$ cat src/rtl/core/pac_pkg.sv
// ----------------------------------------------------------------------------
// pac_pkg: shared constants and types for the polygon area/perimeter unit
// Field widths of the vertex and result items, and the control bundle
// that the sequencer hands to the shared multiply/root unit.
// ----------------------------------------------------------------------------
package pac_pkg;

    // Item field widths
    localparam int COORD_W    = 16;
    localparam int AREA_OUT_W = 44;
    localparam int PERIM_W    = 38;
    localparam int TOTAL_W    = 13;

    // Signed shoelace accumulator width (wraps modulo 2^45)
    localparam int AREA_ACC_W = 45;

    // Edge lengths carry this many fraction bits
    localparam int FRAC_BITS = 8;

    // Vertex counts at which each result becomes meaningful
    localparam int MIN_EDGE_PTS = 2;
    localparam int MIN_AREA_PTS = 3;
    localparam int MIN_TURN_PTS = 4;

    // Parameter defaults
    localparam int DEFAULT_MAX_VERTICES = 4096;
    localparam int DEFAULT_COORD_BITS   = 16;

    // Request to the shared arithmetic unit
    typedef struct packed {
        logic start;    // latch operands and begin
        logic sub;      // 1: a*b - c*d, 0: a*b + c*d
        logic root;     // follow with an integer square root
    } t_mac_ctl;

endpackage

$ cat src/rtl/core/pac_if.sv
// ----------------------------------------------------------------------------
// pac_if: valid/ready channels of the polygon area/perimeter unit
// Vertex channel in, result channel out.
// ----------------------------------------------------------------------------
interface pac_vertex_if;
    import pac_pkg::*;

    logic                      valid;
    logic                      ready;
    logic signed [COORD_W-1:0] vertex_x;
    logic signed [COORD_W-1:0] vertex_y;
    logic                      final_vertex;

    modport source (output valid, vertex_x, vertex_y, final_vertex, input ready);
    modport sink   (input valid, vertex_x, vertex_y, final_vertex, output ready);
endinterface

interface pac_result_if;
    import pac_pkg::*;

    logic                  valid;
    logic                  ready;
    logic [AREA_OUT_W-1:0] double_area;
    logic [PERIM_W-1:0]    perimeter_len;
    logic                  is_convex;
    logic [TOTAL_W-1:0]    vertex_total;
    logic                  count_overflow;

    modport source (output valid, double_area, perimeter_len, is_convex,
                    vertex_total, count_overflow, input ready);
    modport sink   (input valid, double_area, perimeter_len, is_convex,
                    vertex_total, count_overflow, output ready);
endinterface

$ cat src/rtl/core/pac_mac_sqrt.sv
// ----------------------------------------------------------------------------
// pac_mac_sqrt: shared multiply-accumulate and square-root unit
// Computes a*b -/+ c*d on one multiplier, the two products in turn, then optionally
// floor(sqrt(result * 2^(2*FRAC_BITS))) one root bit per cycle.
// ----------------------------------------------------------------------------
module pac_mac_sqrt #(
    parameter int COORD_BITS = pac_pkg::DEFAULT_COORD_BITS
) (
    input  logic                         i_clk,
    input  logic                         i_rst_n,
    input  pac_pkg::t_mac_ctl            i_ctl,
    input  logic signed [COORD_BITS:0]   i_opa,
    input  logic signed [COORD_BITS:0]   i_opb,
    input  logic signed [COORD_BITS:0]   i_opc,
    input  logic signed [COORD_BITS:0]   i_opd,
    output logic                         o_done,
    output logic signed [2*COORD_BITS+2:0] o_acc,
    output logic [COORD_BITS+pac_pkg::FRAC_BITS:0] o_root
);
    import pac_pkg::*;

    localparam int OW   = COORD_BITS + 1;          // operand width
    localparam int PW   = 2 * OW;                  // product width
    localparam int AW   = PW + 1;                  // sum width
    localparam int RB   = COORD_BITS + FRAC_BITS + 1; // root bits
    localparam int RW   = 2 * RB;                  // radicand width
    localparam int REMW = RB + 3;                  // partial remainder width
    localparam int ITW  = $clog2(RB + 1);

    typedef enum logic [2:0] {
        M_IDLE,
        M_MUL1,
        M_MUL2,
        M_ACC,
        M_LOAD,
        M_SQRT
    } t_mst;

    t_mst                  r_state;
    logic signed [OW-1:0]  r_a, r_b, r_c, r_d;
    logic                  r_sub;
    logic                  r_root_mode;
    logic signed [PW-1:0]  r_prod;
    logic signed [AW-1:0]  r_acc;
    logic [RW-1:0]         r_rad;
    logic [REMW-1:0]       r_rem;
    logic [RB-1:0]         r_sq;
    logic [ITW-1:0]        r_it;
    logic                  r_done;

    // Single shared multiplier, operands picked by phase
    logic signed [OW-1:0]  mul_x, mul_y;
    logic signed [PW-1:0]  mul_p;

    assign mul_x = (r_state == M_MUL1) ? r_a : r_c;
    assign mul_y = (r_state == M_MUL1) ? r_b : r_d;
    assign mul_p = mul_x * mul_y;

    // One restoring square-root step
    logic [REMW-1:0] n_rem_sh;
    logic [REMW-1:0] n_trial;
    logic            n_fits;

    assign n_rem_sh = {r_rem[REMW-3:0], r_rad[RW-1:RW-2]};
    assign n_trial  = REMW'({r_sq, 2'b01});
    assign n_fits   = (n_rem_sh >= n_trial);

    always_ff @(posedge i_clk) begin
        if (!i_rst_n) begin
            r_state     <= M_IDLE;
            r_done      <= 1'b0;
            r_a         <= '0;
            r_b         <= '0;
            r_c         <= '0;
            r_d         <= '0;
            r_sub       <= 1'b0;
            r_root_mode <= 1'b0;
            r_prod      <= '0;
            r_acc       <= '0;
            r_rad       <= '0;
            r_rem       <= '0;
            r_sq        <= '0;
            r_it        <= '0;
        end else begin
            // pulse when the last step of a request completes
            r_done <= ((r_state == M_ACC) && !r_root_mode) ||
                      ((r_state == M_SQRT) && (r_it == ITW'(1)));
            case (r_state)
                M_IDLE: begin
                    if (i_ctl.start) begin
                        r_a         <= i_opa;
                        r_b         <= i_opb;
                        r_c         <= i_opc;
                        r_d         <= i_opd;
                        r_sub       <= i_ctl.sub;
                        r_root_mode <= i_ctl.root;
                        r_state     <= M_MUL1;
                    end
                end
                M_MUL1: begin
                    r_prod  <= mul_p;
                    r_state <= M_MUL2;
                end
                M_MUL2: begin
                    r_acc   <= AW'(r_prod);
                    r_prod  <= mul_p;
                    r_state <= M_ACC;
                end
                M_ACC: begin
                    r_acc <= r_sub ? (r_acc - AW'(r_prod)) : (r_acc + AW'(r_prod));
                    if (r_root_mode) begin
                        r_state <= M_LOAD;
                    end else begin
                        r_state <= M_IDLE;
                    end
                end
                M_LOAD: begin
                    // radicand = d^2 scaled by 2^(2*FRAC_BITS)
                    r_rad   <= RW'({r_acc[AW-2:0], (2*FRAC_BITS)'(0)});
                    r_rem   <= '0;
                    r_sq    <= '0;
                    r_it    <= ITW'(RB);
                    r_state <= M_SQRT;
                end
                M_SQRT: begin
                    r_rad <= {r_rad[RW-3:0], 2'b00};
                    if (n_fits) begin
                        r_rem <= n_rem_sh - n_trial;
                        r_sq  <= {r_sq[RB-2:0], 1'b1};
                    end else begin
                        r_rem <= n_rem_sh;
                        r_sq  <= {r_sq[RB-2:0], 1'b0};
                    end
                    r_it <= r_it - ITW'(1);
                    if (r_it == ITW'(1)) begin
                        r_state <= M_IDLE;
                    end
                end
                default: begin
                    r_state <= M_IDLE;
                end
            endcase
        end
    end

    assign o_done = r_done;
    assign o_acc  = r_acc;
    assign o_root = r_sq;

endmodule

$ cat src/rtl/core/polygon_area_perimeter_convexity_unit.sv
// ----------------------------------------------------------------------------
// polygon_area_perimeter_convexity_unit: shoelace area, perimeter, convexity
// Interior vertex: the turn term, the area term and then the edge length are
// computed, as the count allows, before ready returns; the edge root takes COORD_BITS+9 steps.
// Final vertex: then the closing edge, area term and two turns as the count
// allows, and then the result item is loaded; waits on a held item.
// Synchronous active-low reset clears all sums, flags and the vertex count.
// ----------------------------------------------------------------------------
module polygon_area_perimeter_convexity_unit #(
    parameter int MAX_VERTICES = pac_pkg::DEFAULT_MAX_VERTICES,
    parameter int COORD_BITS   = pac_pkg::DEFAULT_COORD_BITS
) (
    input  logic          i_clk,
    input  logic          i_rst_n,
    pac_vertex_if.sink    i_vtx,
    pac_result_if.source  o_res
);
    import pac_pkg::*;

    localparam int CW    = COORD_BITS;
    localparam int OW    = CW + 1;
    localparam int AW    = 2 * OW + 1;
    localparam int RB    = CW + FRAC_BITS + 1;
    localparam int EXT_W = (CW > COORD_W) ? CW : COORD_W;
    localparam int CNTW  = $clog2(MAX_VERTICES + 1);

    typedef enum logic [2:0] {
        S_IDLE,
        S_ISSUE,
        S_WAIT,
        S_SHIFT,
        S_EMIT
    } t_state;

    typedef enum logic [2:0] {
        J_TURN_QPN,
        J_AREA_PN,
        J_EDGE_PN,
        J_EDGE_PF,
        J_AREA_PF,
        J_TURN_QPF,
        J_TURN_PFS
    } t_job;

    t_state               r_state;
    t_job                 r_job;
    logic                 r_last;
    logic signed [CW-1:0] r_nx, r_ny;   // incoming vertex
    logic signed [CW-1:0] r_px, r_py;   // previous
    logic signed [CW-1:0] r_qx, r_qy;   // one before previous
    logic signed [CW-1:0] r_fx, r_fy;   // first
    logic signed [CW-1:0] r_sx, r_sy;   // second
    logic [CNTW-1:0]      r_cnt;
    logic                 r_ovf;
    logic [AREA_ACC_W-1:0] r_area;
    logic [PERIM_W-1:0]   r_edge;
    logic                 r_left;
    logic                 r_right;

    logic                  r_out_valid;
    logic [AREA_OUT_W-1:0] r_out_area;
    logic [PERIM_W-1:0]    r_out_perim;
    logic                  r_out_convex;
    logic [TOTAL_W-1:0]    r_out_total;
    logic                  r_out_ovf;

    // Coordinates: low CW bits of the field, zero-extended where CW exceeds the field
    logic [EXT_W-1:0] n_ext_x, n_ext_y;

    assign n_ext_x = EXT_W'($unsigned(i_vtx.vertex_x));
    assign n_ext_y = EXT_W'($unsigned(i_vtx.vertex_y));

    // Saturating vertex count after this vertex
    logic [CNTW-1:0] n_cnt;

    assign n_cnt = (r_cnt < CNTW'(MAX_VERTICES)) ? (r_cnt + CNTW'(1)) : r_cnt;

    // Job kind decode
    logic is_turn, is_area;

    assign is_turn = r_job inside {J_TURN_QPN, J_TURN_QPF, J_TURN_PFS};
    assign is_area = r_job inside {J_AREA_PN, J_AREA_PF};

    // Point selection and operand formation for the shared unit
    logic signed [CW-1:0] t0x, t0y, t1x, t1y, t2x, t2y;
    logic signed [OW-1:0] opa, opb, opc, opd;
    t_mac_ctl             mac_ctl;
    logic                 mac_done;
    logic signed [AW-1:0] mac_acc;
    logic [RB-1:0]        mac_root;

    always_comb begin
        t0x = r_qx;
        t0y = r_qy;
        t1x = r_px;
        t1y = r_py;
        t2x = r_nx;
        t2y = r_ny;
        case (r_job)
            J_TURN_QPF, J_AREA_PF, J_EDGE_PF: begin
                t2x = r_fx;
                t2y = r_fy;
            end
            J_TURN_PFS: begin
                t0x = r_px;
                t0y = r_py;
                t1x = r_fx;
                t1y = r_fy;
                t2x = r_sx;
                t2y = r_sy;
            end
            default: begin
            end
        endcase
    end

    always_comb begin
        mac_ctl.start = (r_state == S_ISSUE);
        if (is_turn) begin
            // (p1-p0) x (p2-p1)
            opa          = OW'(t1x) - OW'(t0x);
            opb          = OW'(t2y) - OW'(t1y);
            opc          = OW'(t1y) - OW'(t0y);
            opd          = OW'(t2x) - OW'(t1x);
            mac_ctl.sub  = 1'b1;
            mac_ctl.root = 1'b0;
        end else if (is_area) begin
            // shoelace term a.x*b.y - b.x*a.y
            opa          = OW'(t1x);
            opb          = OW'(t2y);
            opc          = OW'(t2x);
            opd          = OW'(t1y);
            mac_ctl.sub  = 1'b1;
            mac_ctl.root = 1'b0;
        end else begin
            // squared edge length, then root
            opa          = OW'(t1x) - OW'(t2x);
            opb          = opa;
            opc          = OW'(t1y) - OW'(t2y);
            opd          = opc;
            mac_ctl.sub  = 1'b0;
            mac_ctl.root = 1'b1;
        end
    end

    pac_mac_sqrt #(
        .COORD_BITS (COORD_BITS)
    ) u_mac (
        .i_clk   (i_clk),
        .i_rst_n (i_rst_n),
        .i_ctl   (mac_ctl),
        .i_opa   (opa),
        .i_opb   (opb),
        .i_opc   (opc),
        .i_opd   (opd),
        .o_done  (mac_done),
        .o_acc   (mac_acc),
        .o_root  (mac_root)
    );

    // Absolute value of the closed shoelace sum
    logic [AREA_ACC_W-1:0] n_abs;

    assign n_abs = r_area[AREA_ACC_W-1] ? (AREA_ACC_W'(0) - r_area) : r_area;

    // Sequencer, accumulators and output register
    always_ff @(posedge i_clk) begin
        if (!i_rst_n) begin
            r_state      <= S_IDLE;
            r_job        <= J_TURN_QPN;
            r_last       <= 1'b0;
            r_nx         <= '0;
            r_ny         <= '0;
            r_px         <= '0;
            r_py         <= '0;
            r_qx         <= '0;
            r_qy         <= '0;
            r_fx         <= '0;
            r_fy         <= '0;
            r_sx         <= '0;
            r_sy         <= '0;
            r_cnt        <= '0;
            r_ovf        <= 1'b0;
            r_area       <= '0;
            r_edge       <= '0;
            r_left       <= 1'b0;
            r_right      <= 1'b0;
            r_out_valid  <= 1'b0;
            r_out_area   <= '0;
            r_out_perim  <= '0;
            r_out_convex <= 1'b0;
            r_out_total  <= '0;
            r_out_ovf    <= 1'b0;
        end else begin
            // item taken and no new one loaded this cycle
            if (r_out_valid && o_res.ready && (r_state != S_EMIT)) begin
                r_out_valid <= 1'b0;
            end
            case (r_state)
                S_IDLE: begin
                    if (i_vtx.valid) begin
                        r_nx   <= n_ext_x[CW-1:0];
                        r_ny   <= n_ext_y[CW-1:0];
                        r_last <= i_vtx.final_vertex;
                        if (r_cnt == '0) begin
                            r_state <= S_SHIFT;
                        end else if (r_cnt == CNTW'(1)) begin
                            r_job   <= J_AREA_PN;
                            r_state <= S_ISSUE;
                        end else begin
                            r_job   <= J_TURN_QPN;
                            r_state <= S_ISSUE;
                        end
                    end
                end
                S_ISSUE: begin
                    r_state <= S_WAIT;
                end
                S_WAIT: begin
                    if (mac_done) begin
                        // fold in the finished term
                        if (is_turn) begin
                            if (mac_acc < 0) begin
                                r_right <= 1'b1;
                            end
                            if (mac_acc > 0) begin
                                r_left <= 1'b1;
                            end
                        end else if (is_area) begin
                            r_area <= r_area + AREA_ACC_W'(mac_acc);
                        end else begin
                            r_edge <= r_edge + PERIM_W'(mac_root);
                        end
                        // pick the next job
                        case (r_job)
                            J_TURN_QPN: begin
                                r_job   <= J_AREA_PN;
                                r_state <= S_ISSUE;
                            end
                            J_AREA_PN: begin
                                r_job   <= J_EDGE_PN;
                                r_state <= S_ISSUE;
                            end
                            J_EDGE_PN: r_state <= S_SHIFT;
                            J_EDGE_PF: begin
                                if (r_cnt >= CNTW'(MIN_AREA_PTS)) begin
                                    r_job   <= J_AREA_PF;
                                    r_state <= S_ISSUE;
                                end else begin
                                    r_state <= S_EMIT;
                                end
                            end
                            J_AREA_PF: begin
                                if (r_cnt >= CNTW'(MIN_TURN_PTS)) begin
                                    r_job   <= J_TURN_QPF;
                                    r_state <= S_ISSUE;
                                end else begin
                                    r_state <= S_EMIT;
                                end
                            end
                            J_TURN_QPF: begin
                                r_job   <= J_TURN_PFS;
                                r_state <= S_ISSUE;
                            end
                            default:    r_state <= S_EMIT;
                        endcase
                    end
                end
                S_SHIFT: begin
                    if (r_cnt == '0) begin
                        r_fx <= r_nx;
                        r_fy <= r_ny;
                    end
                    if (r_cnt == CNTW'(1)) begin
                        r_sx <= r_nx;
                        r_sy <= r_ny;
                    end
                    r_qx  <= r_px;
                    r_qy  <= r_py;
                    r_px  <= r_nx;
                    r_py  <= r_ny;
                    r_cnt <= n_cnt;
                    if (r_cnt == CNTW'(MAX_VERTICES)) begin
                        r_ovf <= 1'b1;
                    end
                    if (!r_last) begin
                        r_state <= S_IDLE;
                    end else if (n_cnt >= CNTW'(MIN_EDGE_PTS)) begin
                        r_job   <= J_EDGE_PF;
                        r_state <= S_ISSUE;
                    end else begin
                        r_state <= S_EMIT;
                    end
                end
                S_EMIT: begin
                    if (!r_out_valid || o_res.ready) begin
                        r_out_valid  <= 1'b1;
                        r_out_area   <= (r_cnt >= CNTW'(MIN_AREA_PTS)) ?
                                        n_abs[AREA_OUT_W-1:0] : '0;
                        r_out_perim  <= (r_cnt >= CNTW'(MIN_EDGE_PTS)) ? r_edge : '0;
                        r_out_convex <= (r_cnt >= CNTW'(MIN_TURN_PTS)) ?
                                        !(r_left && r_right) : 1'b1;
                        r_out_total  <= TOTAL_W'(r_cnt);
                        r_out_ovf    <= r_ovf;
                        // back to the empty-polygon state
                        r_px    <= '0;
                        r_py    <= '0;
                        r_qx    <= '0;
                        r_qy    <= '0;
                        r_fx    <= '0;
                        r_fy    <= '0;
                        r_sx    <= '0;
                        r_sy    <= '0;
                        r_cnt   <= '0;
                        r_ovf   <= 1'b0;
                        r_area  <= '0;
                        r_edge  <= '0;
                        r_left  <= 1'b0;
                        r_right <= 1'b0;
                        r_state <= S_IDLE;
                    end
                end
                default: begin
                    r_state <= S_IDLE;
                end
            endcase
        end
    end

    // Ports
    assign i_vtx.ready          = (r_state == S_IDLE);
    assign o_res.valid          = r_out_valid;
    assign o_res.double_area    = r_out_area;
    assign o_res.perimeter_len  = r_out_perim;
    assign o_res.is_convex      = r_out_convex;
    assign o_res.vertex_total   = r_out_total;
    assign o_res.count_overflow = r_out_ovf;

    // Checks
    a_done_in_wait: assert property (@(posedge i_clk) disable iff (!i_rst_n)
        mac_done |-> (r_state == S_WAIT))
        else $error("arithmetic unit finished outside of a wait");

    a_cnt_bound: assert property (@(posedge i_clk) disable iff (!i_rst_n)
        r_cnt <= CNTW'(MAX_VERTICES))
        else $error("vertex count above limit");

    a_ovf_saturated: assert property (@(posedge i_clk) disable iff (!i_rst_n)
        r_ovf |-> (r_cnt == CNTW'(MAX_VERTICES)))
        else $error("overflow flag without saturated count");

    a_emit_overwrite: assert property (@(posedge i_clk) disable iff (!i_rst_n)
        (r_out_valid && !o_res.ready) |=> r_out_valid)
        else $error("pending result item dropped");

endmodule

$ cat src/flat_wrapper.sv
// flat-port wrapper written by rule: the top's interface ports become plain ports
module polygon_area_perimeter_convexity_unit_flat import pac_pkg::*;
#(
    parameter int MAX_VERTICES = pac_pkg::DEFAULT_MAX_VERTICES,
    parameter int COORD_BITS   = pac_pkg::DEFAULT_COORD_BITS
)
  (i_clk, i_rst_n, i_vtx_valid, i_vtx_vertex_x, i_vtx_vertex_y, i_vtx_final_vertex, i_vtx_ready, o_res_valid, o_res_double_area, o_res_perimeter_len, o_res_is_convex, o_res_vertex_total, o_res_count_overflow, o_res_ready);
  pac_vertex_if i_vtx_i ();
  pac_result_if o_res_i ();
  input  logic i_clk;
  input  logic i_rst_n;
  input wire logic [$bits(i_vtx_i.valid)-1:0] i_vtx_valid;
  input wire logic [$bits(i_vtx_i.vertex_x)-1:0] i_vtx_vertex_x;
  input wire logic [$bits(i_vtx_i.vertex_y)-1:0] i_vtx_vertex_y;
  input wire logic [$bits(i_vtx_i.final_vertex)-1:0] i_vtx_final_vertex;
  output wire logic [$bits(i_vtx_i.ready)-1:0] i_vtx_ready;
  output wire logic [$bits(o_res_i.valid)-1:0] o_res_valid;
  output wire logic [$bits(o_res_i.double_area)-1:0] o_res_double_area;
  output wire logic [$bits(o_res_i.perimeter_len)-1:0] o_res_perimeter_len;
  output wire logic [$bits(o_res_i.is_convex)-1:0] o_res_is_convex;
  output wire logic [$bits(o_res_i.vertex_total)-1:0] o_res_vertex_total;
  output wire logic [$bits(o_res_i.count_overflow)-1:0] o_res_count_overflow;
  input wire logic [$bits(o_res_i.ready)-1:0] o_res_ready;
  assign i_vtx_i.valid = i_vtx_valid;
  assign i_vtx_i.vertex_x = i_vtx_vertex_x;
  assign i_vtx_i.vertex_y = i_vtx_vertex_y;
  assign i_vtx_i.final_vertex = i_vtx_final_vertex;
  assign i_vtx_ready = i_vtx_i.ready;
  assign o_res_valid = o_res_i.valid;
  assign o_res_double_area = o_res_i.double_area;
  assign o_res_perimeter_len = o_res_i.perimeter_len;
  assign o_res_is_convex = o_res_i.is_convex;
  assign o_res_vertex_total = o_res_i.vertex_total;
  assign o_res_count_overflow = o_res_i.count_overflow;
  assign o_res_i.ready = o_res_ready;
  polygon_area_perimeter_convexity_unit #(.MAX_VERTICES(MAX_VERTICES), .COORD_BITS(COORD_BITS)) u_core (.i_clk(i_clk), .i_rst_n(i_rst_n), .i_vtx(i_vtx_i), .o_res(o_res_i));
endmodule
$ cat config.mk
export PLATFORM = sky130hd
export DESIGN_NAME = polygon_area_perimeter_convexity_unit_flat
export DESIGN_NICKNAME = d
export VERILOG_FILES = /design/src/rtl/core/pac_pkg.sv /design/src/rtl/core/pac_if.sv /design/src/rtl/core/pac_mac_sqrt.sv /design/src/rtl/core/polygon_area_perimeter_convexity_unit.sv /design/src/flat_wrapper.sv
export SDC_FILE = /design/constraint.sdc
export NUM_CORES = 2
export LEC_CHECK = 0
export BUFFER_PORTS_ARGS = -buffer_cell sky130_fd_sc_hd__buf_2
export CORE_MARGIN = 8
export CORE_UTILIZATION = 60
export DETAILED_ROUTE_END_ITERATION = 12
export GPL_ROUTABILITY_DRIVEN = 0
export PLACE_DENSITY = 0.87
export SYNTH_ARGS = -nofsm -noshare
export SYNTH_HDL_FRONTEND = slang
export SYNTH_HIERARCHICAL = 1
export SYNTH_SLANG_ARGS = --single-unit
export TNS_END_PERCENT = 20
$ cat constraint.sdc
create_clock -name i_clk -period 19.9 [get_ports i_clk]
set_input_delay 1.99 -clock i_clk [delete_from_list [all_inputs] [get_ports i_clk]]
set_output_delay 1.99 -clock i_clk [all_outputs]
set_load 0.03 [all_outputs]
==> flow_metrics.tcl <==
set metrics [dict create \
    status "finished clean" \
    cap_violations 0 \
    layout.cells.most_common_list "sky130_fd_sc_hd__nand2_1 (851), sky130_fd_sc_hd__dfxtp_1 (596), sky130_fd_sc_hd__inv_1 (496)" \
    synthToLayoutAreaGrowth_pct 7.28 \
    ys_dominant_reg_cell "sky130_fd_sc_hd__dfxtp_1" \
    final_antenna_net_count 0 \
    placeableCoreArea_um2 80300 \
    post_cts.resized_instances 0 \
    power_switching_mw 1.93 \
    postRouteWirelength_mm 133 \
    tightest_slew_ns 1.15 \
    clockBufferDepth 3 \
    crit_fanout 87 \
    detailedPlace.worstSlack_ns 10.34 \
    report.final.setup_viol 0 \
    leading_cell_type_in_the_layout_fill_and_taps_excluded "sky130_fd_sc_hd__nand2_1" \
    grt_max_degree 131 \
    hold_path.class "flip-flop to flip-flop" \
    critical_path_arrival_ns 10.27 \
    timing_worst_setup_path_type "flip-flop to flip-flop" \
    insertion_delay_ns 0.66 \
    syn-num-nets 6688 \
    routed-via-count 44100 \
    worst_hold_slack_ns 0.453 \
    number_of_cell_rows 104 \
    layout.filler_cells 6324 \
    synth_area_leader_cell "sky130_fd_sc_hd__dfxtp_1" \
    seq_power_share_pct 29.5 \
    drtIter0Drc 4186 \
    headroom_to_the_max_slew_limit_pct 23.3 \
    drt_pass1_iterations 8 \
    overflow 0 \
    period_needed_ns 9.73 \
    grt_pass1_wl_mm 217 \
    cts_htree_levels 2 \
    fin_nets 6611 \
    synth_largest_type_area_fraction_pct 24.6 \
    synth.yosys.seq_area_share_pct 24.6 \
    post_route_cells_drive_above_1_share_pct 6.77 \
    cts_tree "yes" \
    cpMostUsedCell "sky130_fd_sc_hd__fa_1" \
    number_of_global_route_vias_before_repair 42800 \
    cts.sink_count 597 \
    clock_skew_ns 0.0447 \
    post_synth_edffs 0 \
    cts.repair_timing.setup_buffer_count 0 \
    die_width_um 301 \
    distinct_cells_synth 85 \
    timing.final.max_slew_violations 0 \
    postLayoutSetupSlackWorst_ns 10.17 \
    required_ns 20.44 \
    starting_density_of_the_core_pct 60.5 \
    clkTransAtPathRegs_ns 0.07 \
    routed_via_density 6.24 \
    routedWlPerCell_um 18.8 \
    post_synth_main_area_contributors "sky130_fd_sc_hd__dfxtp_1 (25%), sky130_fd_sc_hd__fa_1 (12%), sky130_fd_sc_hd__ha_1 (8.0%)" \
    synth-warning-count 6 \
    postSynthAreaPerCell_um2 8.04 \
    placement.io_buffers 135 \
    rsz0062_at_grt "no" \
    detail_route.drc_violations 0 \
    intPower_mw 2.93 \
    comb_power_share_pct 44.2 \
    gate_count_of_the_mapped_netlist 6040 \
    cts-hold-fix-buffers 0 \
    power_density_nw_per_um2 93.2 \
    crit_path_top_delay_cell "sky130_fd_sc_hd__dfxtp_4" \
    total_negative_slack_ns 0 \
    die_h_um 301 \
    antenna_cells 0 \
    global_route_usage_over_all_layers_pct 28.3 \
    critical_path.startpoint_type "flip-flop" \
    period_share_pct 48.9 \
    post_synth_instance_area_um2 48600 \
    synthesis_stage_register_bit_count 597 \
    ir_worst_vdd_v 0.000107 \
    p_clk_share_pct 26.2 \
    initial_antenna_violation_count 1 \
    switching_power_share_of_the_total_pct 39.8 \
    fmax_mhz 103 \
    setup.worst_path.end_class "flip-flop" \
    io-pin-count 136 \
    dp_hpwl_mm 97.8 \
    asyncSetResetFlopFracSynth_pct 0 \
    dieArea_um2 90300 \
    worst_stage_delay_on_the_critical_path_ns 1.06 \
    number_of_buffers_added_by_the_clock_tree_synthesis_step 60 \
    static_leakage_power_nw 22.6 \
    ctsRootBufferMaster "sky130_fd_sc_hd__clkbuf_16" \
    worst_reg_to_reg_setup_slack_ns 10.17 \
    final-hold-violation-count 0 \
]
-- power groups by stage --
stage	Combinational [mW]	Clock (mW)	Sequential, mW
3_5_place_dp	2.09	0	1.45
6_report	2.15	1.27	1.43
3_3_place_gp	2.03	0	1.45
5_1_grt	2.35	1.34	1.44
4_1_cts	2.11	1.29	1.43
2_1_floorplan	1.72	0	1.38
-- sequential cells by signal, indices dropped and copies added, names as in the netlist, 25 cells and up --
register and flops:
u_core/r_area 45, u_core/o_res.double_area 44, u_core/o_res.perimeter_len 38, u_core/r_edge 38, u_core/u_mac/o_acc 35, u_core/u_mac/r_prod 34, u_core/u_mac/r_rad 34, u_core/u_mac/r_rem 26
u_core/u_mac/o_root 25
-- final timing paths --
path                                                endpoint  depth (start not counted)                         start
worst max register to register       u_core/u_mac/r_prod[32]                         25       u_core/u_mac/r_state[0]
worst min-delay path            u_core/o_res.double_area[40]                          2  u_core/o_res.double_area[40]
worst max-delay path                 u_core/u_mac/r_prod[32]                         25       u_core/u_mac/r_state[0]
worst min register to register  u_core/o_res.double_area[40]                          2  u_core/o_res.double_area[40]
-- final cells by class --
type | count | area (µm²) | share of cell area (%)
multi-input cells | 4607 | 33600 | 64.4
flip-flops and latches | 597 | 12000 | 22.9
inverters | 497 | 1870 | 3.59
clock buffers | 81 | 1750 | 3.36
well taps | 1060 | 1330 | 2.54
repair buffers | 200 | 1170 | 2.25
clock inverters | 30 | 487 | 0.934
-- metal layers --
layer	vias to the layer above	part of all wire, %	GRT usage, %
met5	-	0	0
met4	0	4.8	12.6
met3	429	7.9	4.33
met2	2049	47	48.2
met1	21100	40	35.4
li1	20500	-	-
-- synth_stat cells, drive strengths merged, types with 10 or more instances --
| master | n |
|---|---|
| nand2 | 853 |
| dfxtp | 597 |
| inv | 497 |
| nor2 | 432 |
| a21oi | 403 |
| ha | 309 |
| fa | 302 |
| clkbuf | 301 |
| o21ai | 256 |
| nand3 | 220 |
| xnor2 | 194 |
| a21boi | 182 |
| mux2i | 175 |
| nor2b | 160 |
| a22oi | 129 |
| xor2 | 106 |
| a21o | 103 |
| a211oi | 91 |
| nor3 | 61 |
| nand2b | 54 |
| a31oi | 48 |
| or3 | 45 |
| buf | 38 |
| and2 | 33 |
| and3 | 33 |
| o21a | 31 |
| mux2 | 29 |
| o31ai | 25 |
| o211ai | 24 |
| or2 | 24 |
| o21bai | 23 |
| nor4 | 22 |
| nand4 | 21 |
| a22o | 17 |
| a221oi | 15 |
| or4 | 14 |
| a221o | 13 |
| a2111oi | 12 |
| nor3b | 10 |
| o221ai | 10 |
-- cell families after synthesis --
| kind of cell | Yosys count | share of synthesized area [%] |
|---|---|---|
| XOR/XNOR | 300 | 5.41 |
| AND/OR/NAND/NOR | 2014 | 18.9 |
| multiplexers | 204 | 4.28 |
| flip-flops | 597 | 24.6 |
| AO/OA/AOI/OAI | 1478 | 20.0 |
| buffers and inverters | 836 | 6.50 |
| adder cells (fa/ha/maj) | 611 | 20.4 |
-- worst max-delay path, delay by kind of cell, from the launching register on --
family                     cells  cell delay [ns]
adders and majority gates      7             3.52
and+or+nand+nor                5             1.55
AOI/OAI and AO/OA              6             1.35
DFF                            1             1.06
muxes                          1             0.99
buffers and inverters          5             0.94
xor gates and xnor gates       1             0.15
-- stage by stage --
step | cells | util [%] | total power, mW | cell area, µm²
6_report | 7072 | 64.9 | 4.86 | 52100
3_3_place_gp | 6961 | 62.1 | 3.48 | 49900
5_1_grt | 7072 | 64.9 | 5.13 | 52100
3_5_place_dp | 6961 | 62.1 | 3.54 | 49900
4_1_cts | 7072 | 64.9 | 4.82 | 52100
2_1_floorplan | 6040 | - | 3.10 | 48600
No activity file was read; power rests on OpenSTA's default activity.
